<file path="src/rtl/core/ovau_pkg.sv">
`timescale 1ns / 1ps
`default_nettype none
package ovau_pkg;

  localparam int COORD_WIDTH     = 16;
  localparam int ANGLE_FRAC_BITS = 13;
  localparam int CORDIC_STEPS    = 16;
  localparam int WORK_FRAC       = 30;

  localparam int NUM_IN_FIELDS = 9;
  localparam int IN_TDATA_W    = ((NUM_IN_FIELDS * COORD_WIDTH + 7) / 8) * 8;
  localparam int OUT_W         = 16;

  localparam int PROD_W   = 2 * COORD_WIDTH;
  localparam int CROSS_W  = 2 * COORD_WIDTH + 1;
  localparam int DOT_W    = 2 * COORD_WIDTH + 2;
  localparam int OPROD_W  = CROSS_W + COORD_WIDTH;
  localparam int ORIENT_W = OPROD_W + 2;
  localparam int NORM_W   = DOT_W;
  localparam int LEN_W    = $clog2(NORM_W + 1) + 1;
  localparam int EXT_W    = NORM_W + WORK_FRAC;
  localparam int S_W      = WORK_FRAC + 1;
  localparam int SUM_W    = 2 * S_W;
  localparam int ROOT_W   = SUM_W / 2;
  localparam int REM_W    = ROOT_W + 2;
  localparam int XY_W     = WORK_FRAC + 5;
  localparam int ACC_W    = WORK_FRAC + 4;
  localparam int ANG_W    = WORK_FRAC + 3;
  localparam int RND_SH   = WORK_FRAC - ANGLE_FRAC_BITS;
  localparam int RES_W    = ANG_W + 1 - RND_SH;

  localparam longint PI_W      = 64'd3373259426;
  localparam longint HALF_PI_W = 64'd1686629713;
  localparam longint TWO_PI_W  = 64'd6746518852;
  localparam longint FULL_RES  = (TWO_PI_W + (64'd1 << (RND_SH - 1))) >> RND_SH;

  localparam logic [WORK_FRAC-1:0] ATAN_TAB [32] = '{
    30'd843314856, 30'd497837829, 30'd263043836, 30'd133525158, 30'd67021686,
    30'd33543515, 30'd16775850, 30'd8388437, 30'd4194282, 30'd2097149,
    30'd1048575, 30'd524287, 30'd262143, 30'd131071, 30'd65535, 30'd32767,
    30'd16383, 30'd8191, 30'd4095, 30'd2047, 30'd1023, 30'd511, 30'd255,
    30'd127, 30'd63, 30'd31, 30'd15, 30'd7, 30'd3, 30'd1, 30'd0, 30'd0
  };

  // travels beside the magnitude through the square root and the rotations
  typedef struct packed {
    logic [S_W-1:0] dot;
    logic           flip;
    logic           degen;
  } ovau_side_t;

endpackage
`default_nettype wire

</file>
<file path="src/rtl/core/ovau_isqrt.sv">
`timescale 1ns / 1ps
`default_nettype none
module ovau_isqrt (
  input  wire logic                            clk,
  input  wire logic                            rst,
  input  wire logic                            en,
  input  wire logic                            in_valid,
  input  wire logic [ovau_pkg::SUM_W-1:0]      in_sum,
  input  wire ovau_pkg::ovau_side_t            in_side,
  output logic                                 out_valid,
  output logic [ovau_pkg::ROOT_W-1:0]          out_root,
  output ovau_pkg::ovau_side_t                 out_side
);

  localparam int N = ovau_pkg::ROOT_W;

  logic                          vld  [N];
  logic [ovau_pkg::ROOT_W-1:0]   root [N];
  ovau_pkg::ovau_side_t          side [N];
  logic [ovau_pkg::SUM_W-1:0]    rad  [N-1];
  logic [ovau_pkg::REM_W-1:0]    rem  [N-1];

  for (genvar j = 0; j < N; j++) begin : g_stage
    logic                        pv;
    logic [ovau_pkg::SUM_W-1:0]  prad;
    logic [ovau_pkg::REM_W-1:0]  prem;
    logic [ovau_pkg::ROOT_W-1:0] proot;
    ovau_pkg::ovau_side_t        pside;
    logic [ovau_pkg::REM_W-1:0]  rem_sh;
    logic [ovau_pkg::REM_W-1:0]  trial;
    logic                        fits;

    if (j == 0) begin : g_first
      assign pv    = in_valid;
      assign prad  = in_sum;
      assign prem  = '0;
      assign proot = '0;
      assign pside = in_side;
    end else begin : g_next
      assign pv    = vld[j-1];
      assign prad  = rad[j-1];
      assign prem  = rem[j-1];
      assign proot = root[j-1];
      assign pside = side[j-1];
    end

    // bring down the next pair of radicand bits and try root*4+1
    assign rem_sh = {prem[ovau_pkg::REM_W-3:0], prad[ovau_pkg::SUM_W-1-2*j -: 2]};
    assign trial  = {proot, 2'b01};
    assign fits   = (rem_sh >= trial);

    always_ff @(posedge clk) begin
      if (rst) begin
        vld[j] <= 1'b0;
      end else if (en) begin
        vld[j] <= pv;
      end
    end

    always_ff @(posedge clk) begin
      if (en) begin
        root[j] <= {proot[ovau_pkg::ROOT_W-2:0], fits};
        side[j] <= pside;
      end
    end

    if (j < N - 1) begin : g_carry
      always_ff @(posedge clk) begin
        if (en) begin
          rad[j] <= prad;
          rem[j] <= fits ? (rem_sh - trial) : rem_sh;
        end
      end
    end
  end

  assign out_valid = vld[N-1];
  assign out_root  = root[N-1];
  assign out_side  = side[N-1];

endmodule
`default_nettype wire

</file>
<file path="config.mk">
export PLATFORM = sky130hd
export DESIGN_NAME = ovau_isqrt
export DESIGN_NICKNAME = d
export VERILOG_FILES = /design/src/rtl/core/ovau_pkg.sv /design/src/rtl/core/ovau_isqrt.sv
export SDC_FILE = /design/constraint.sdc
export NUM_CORES = 2
export LEC_CHECK = 0
export BUFFER_PORTS_ARGS = -buffer_cell sky130_fd_sc_hd__clkbuf_2
export CORE_MARGIN = 5
export CORE_UTILIZATION = 35
export DETAILED_ROUTE_END_ITERATION = 6
export SYNTH_ARGS = -nofsm -noshare
export SYNTH_HDL_FRONTEND = slang
export SYNTH_MEMORY_MAX_BITS = 65536
export SYNTH_SLANG_ARGS = --single-unit
</file>
<file path="constraint.sdc">
create_clock -name clk -period 4.8 [get_ports clk]
set_input_delay 0.72 -clock clk [delete_from_list [all_inputs] [get_ports clk]]
set_output_delay 0.72 -clock clk [all_outputs]
set_load 0.05 [all_outputs]
</file>
Yosys cells after proc, flatten, opt, wreduce, memory -nomap -nowiden
Memories as Yosys holds them, arrays and structs flattened.
Index checks and enable logic that the tools add are counted.
W data, S select, Z words.
- register bits after elaboration: 0
- latch bits: 0
- bits in writable memories: 4865
- memory bits (read-only): 0
- input bits: 99
- output and inout bits: 65
- word-level logic and storage cells: 164
- memories kept: 5
- memory list (memory ; words ; width ; rd ports ; clocked after memory_dff ; wr ports ; line ; text):
    rad ; 30 ; 62 ; 30 ; 0 ; 30 ; ovau_isqrt.sv:20 ; logic [ovau_pkg::SUM_W-1:0] rad [N-1];
    side ; 31 ; 33 ; 31 ; 0 ; 31 ; ovau_isqrt.sv:19 ; ovau_pkg::ovau_side_t side [N];
    rem ; 30 ; 33 ; 30 ; 0 ; 30 ; ovau_isqrt.sv:21 ; logic [ovau_pkg::REM_W-1:0] rem [N-1];
    root ; 31 ; 31 ; 31 ; 0 ; 31 ; ovau_isqrt.sv:18 ; logic [ovau_pkg::ROOT_W-1:0] root [N];
    vld ; 31 ; 1 ; 31 ; 0 ; 31 ; ovau_isqrt.sv:17 ; logic vld [N];
- $add $sub $neg: 30
- $mul: 0
- divide/modulo/power cells: 0
- $lt $le $gt $ge: 31
- eq/ne operators: 0
- shifts and indexed selects: 0
- muxes and demuxes: 67
- bitwise logic cells: 31
- reductions and logical operators: 0
- operators by type and width (cell ; number):
    $ge A33 B33 Y1 ; 30
    $mux W33 ; 30
    $sub A33 B33 Y33 ; 29
    $mux W1 ; 37
    $or A1 B1 Y1 ; 31
    $sub A2 B1 Y3 const B ; 1
    $ge A2 B1 Y1 const B ; 1

Logic depth before layout (Yosys ltp)
- depth in word-level cells: 4
- depth in mapped cells: 15
- depth with buffers taken out: 12

Worst setup path after synthesis
No wires, ideal clock.
- path type: register -> register
- start point: memory rem[2][41] in the netlist's numbering
- end point: memory rem[3][21] in the netlist's numbering, data pin
- library setup time: 0.260 ns
- arrival time: 3.153 ns
- required time: 4.540 ns
- path slack: 1.387 ns
- cell stages (with the launch flop): 10
- buffers on the path: 0
- clock period less this slack: 3.413 ns
- cells stage by stage: edfxtp_1 > or4_4 > nor4b_4 > nand2b_2 > or4_4 > o211ai_2 > or4b_4 > or4_4 > nor2_1 > xor2_1
- RTL lines (what ; line):
    from (decl) ; ovau_isqrt.sv:21

==> results.yml <==
setup_path:
  cp_cell_sequence: "inv_1, ha_1, nand4_1, a21oi_1, nor3_1, o41ai_1, buf_4, a31oi_1, o21a_1, o211ai_1, buf_12, mux2_2"
  path_delay_family: "compound AO/OA/AOI/OAI gates"
  cp_data_required_time_ns: 5.46
  startpoint: "root[1][315]"
  crit_path_max_incr_delay_ns: 0.47
  crit_fanout: 48
  timing.rr.end: "rem[13][39]"
  crit_buf_inv: 3
  reg2reg_depth: 12
  slowest_stage: "a21oi_1"
  r2r_slack_ns: 0.56
  r2r_start: "root[1][315]"
  startpoint_type: "flop"
  crit_type: "flop to flop"
  critical_path_depth: 12
  arrival_ns: 4.90
  worstSetupEndpointType: "flop"
  crit_path_end: "rem[13][39]"
timing:
  whs_ns: 0.281
  hold_violations: 0
  rsz0062_at_grt: "no"
  finClkSkew_ns: 0.0566
  tns_ns: 0
  drv_slew: 0
  tightest_slew_ns: 1.07
  slew_headroom_pct: 27.0
  fmax_ghz: 0.236
  fin_crit_sh_pct: 88.4
  setup_viol: 0
  min_period_ns: 4.24
synth:
  synthTopCellsByArea: "edfxtp_1, ha_1, xor2_1"
  yosysUniqueCellTypes: 89
  yosysTopAreaCell: "edfxtp_1"
  yosysTopAreaCellShare_pct: 72.5
  async_flop_share_pct: 0
  ys_warn_count: 0
  syn_nets: 9986
  avgSynthCellArea_um2: 14.9
  synth_edf_count: 3367
  synthesis.area_um2: 140000
  synth-seq-cells: 3367
  synthCells: 9359
  synth_seq_area_share_pct: 72.5
  synth-main-ff-cell: "edfxtp_1"
layout:
  fillers: 36032
  post-route-util_pct: 40.5
  final_cell_mix: "edfxtp_1, inv_1, nand2_1"
  areaGrowthSynthToFinish_pct: 15.2
  drive_gt1_share_pct: 9.89
  final_nets: 10582
  layout_commonest_cell: "edfxtp_1"
  fin_area_um2: 161000
global_routing:
  antenna_found_initial: 8
  grtUsageTotal_pct: 12.4
  grt_pass1_vias: 76095
  grt_start_max_net_pins: 122
  overflow: 0
  grt_pass1_wl_mm: 415
clock_network:
  cts_sinks: 3367
  htreeDepth: 5
  tritoncts: "yes"
  clock_latency_ns: 0.95
  cts-root-buf: "clkbuf_16"
  numCtsBuffers: 365
  clk_pin_slew_ns: 0.06
  post_cts_buffers: 0
  cts.path.max_buffers: 4
power:
  power.leakage_uw: 0.0593
  power_density_nw_per_um2: 486
  power_uw: 78100
  ir_drop_mv: 0.344
place:
  numPortBuffers: 163
  hpwl_mm: 181
  post_dp_cell_area_um2: 148000
  place_congestion: 0.896
die:
  die_w_um: 641
  dieArea_um2: 411000
  row_count: 231
  die_h_um: 641
  core_area_um2: 397000
  boundaryPins: 164
  start_util_pct: 35.2
detailed_routing:
  postRouteAntennaNets: 0
  drtIter0Drc: 5238
  drc: 0
  wire_per_inst_um: 16.8
  first_pass_iters: 6
  viasPerCell: 4.84
  vias: 75011
  routed_wl_mm: 261
hold_path:
  hold_path_class: "input pin to flop"
run:
  drv_cap: 0
status:
  status: "complete, no violations"
-- cell usage after synthesis (89+ instances only) --
cell type     n
nand2b_1     97
inv_1       662
nor3_1      195
nor4_1      126
edfxtp_1   3367
xor2_1      371
clkbuf_1    154
a21oi_1     478
o21ai_0     423
o21a_1      100
nor2_1      484
nand2_1     571
nand4_1      89
xnor2_1     369
nand3_1     105
mux2_2       90
a21o_1      224
ha_1        528
-- tightest hold or removal path, stage by stage --
cell and delay, ns:
clkbuf_2 0.09, nor2b_1 0.08, and2_1 0.16
-- cells by family after synthesis --
family | after synthesis | share of synthesized area (%)
AND/OR/NAND/NOR | 2147 | 7.74
other | 1 | 0.00269
adder cells (fa/ha/maj) | 528 | 4.74
AO/OA/AOI/OAI | 1643 | 7.37
buffers and inverters | 834 | 2.25
XOR/XNOR | 740 | 4.65
multiplexers | 99 | 0.791
flip-flops | 3367 | 72.5
-- sequential cells by signal (all words and copies together), names as in the netlist --
name,flops
rad,930
rem,887
root,496
side,1023
vld,31
-- final cells by class --
cell class,count,area [um^2],share of cell area [%]
Sequential cell,3367,101000,62.9
Multi-Input combinational cell,5158,35300,22.0
Clock buffer,431,9470,5.89
Tap cell,5242,6560,4.08
Timing Repair Buffer,397,3280,2.04
Inverter,666,2500,1.56
Clock inverter,235,2420,1.51
Antenna cell,3,7.51,0.00467
-- worst min path at each step --
stage	from	to	slack [ns]	cells after the start
floorplan	rad[0][38]	rad[0][100]	0.40	0
global placement	side[0][233]	side[0][266]	0.40	0
detailed placement	rad[0][64]	rad[0][126]	0.40	0
CTS	rst	vld[1][10]	0.14	3
global route	rst	vld[1][14]	0.20	3
finish	rst	vld[1][10]	0.28	3
-- report_power, final --
part	switching (uW)	internal (uW)	leakage, uW	total (uW)
clock network	11400	16100	0.00574	27500
registers	1800	36300	0.0326	38100
logic	7220	5250	0.0209	12500
-- metal layers --
metal	vias up	track usage [%]	wire (um)
met3	544	2.06	11800
li1	36383	-	-
met2	1623	21.5	129000
met5	-	0	0
met1	36461	15.9	112000
met4	0	3.98	8060
-- per-stage QoR --
stage | cells | setup WS (ns)
floorplan | 9359 | 1.39
global placement | 14733 | 0.672
detailed placement | 14733 | 0.638
CTS | 15496 | 0.596
global route | 15499 | 0.381
finish | 15499 | 0.556
-- timing repair --
action,in CTS,in global routing
gates resized for setup,0,0
endpoints found under the setup margin,0,0
hold buffers,97,0
hold endpoints to repair,97,0
Power figures use the tool's default switching activity.
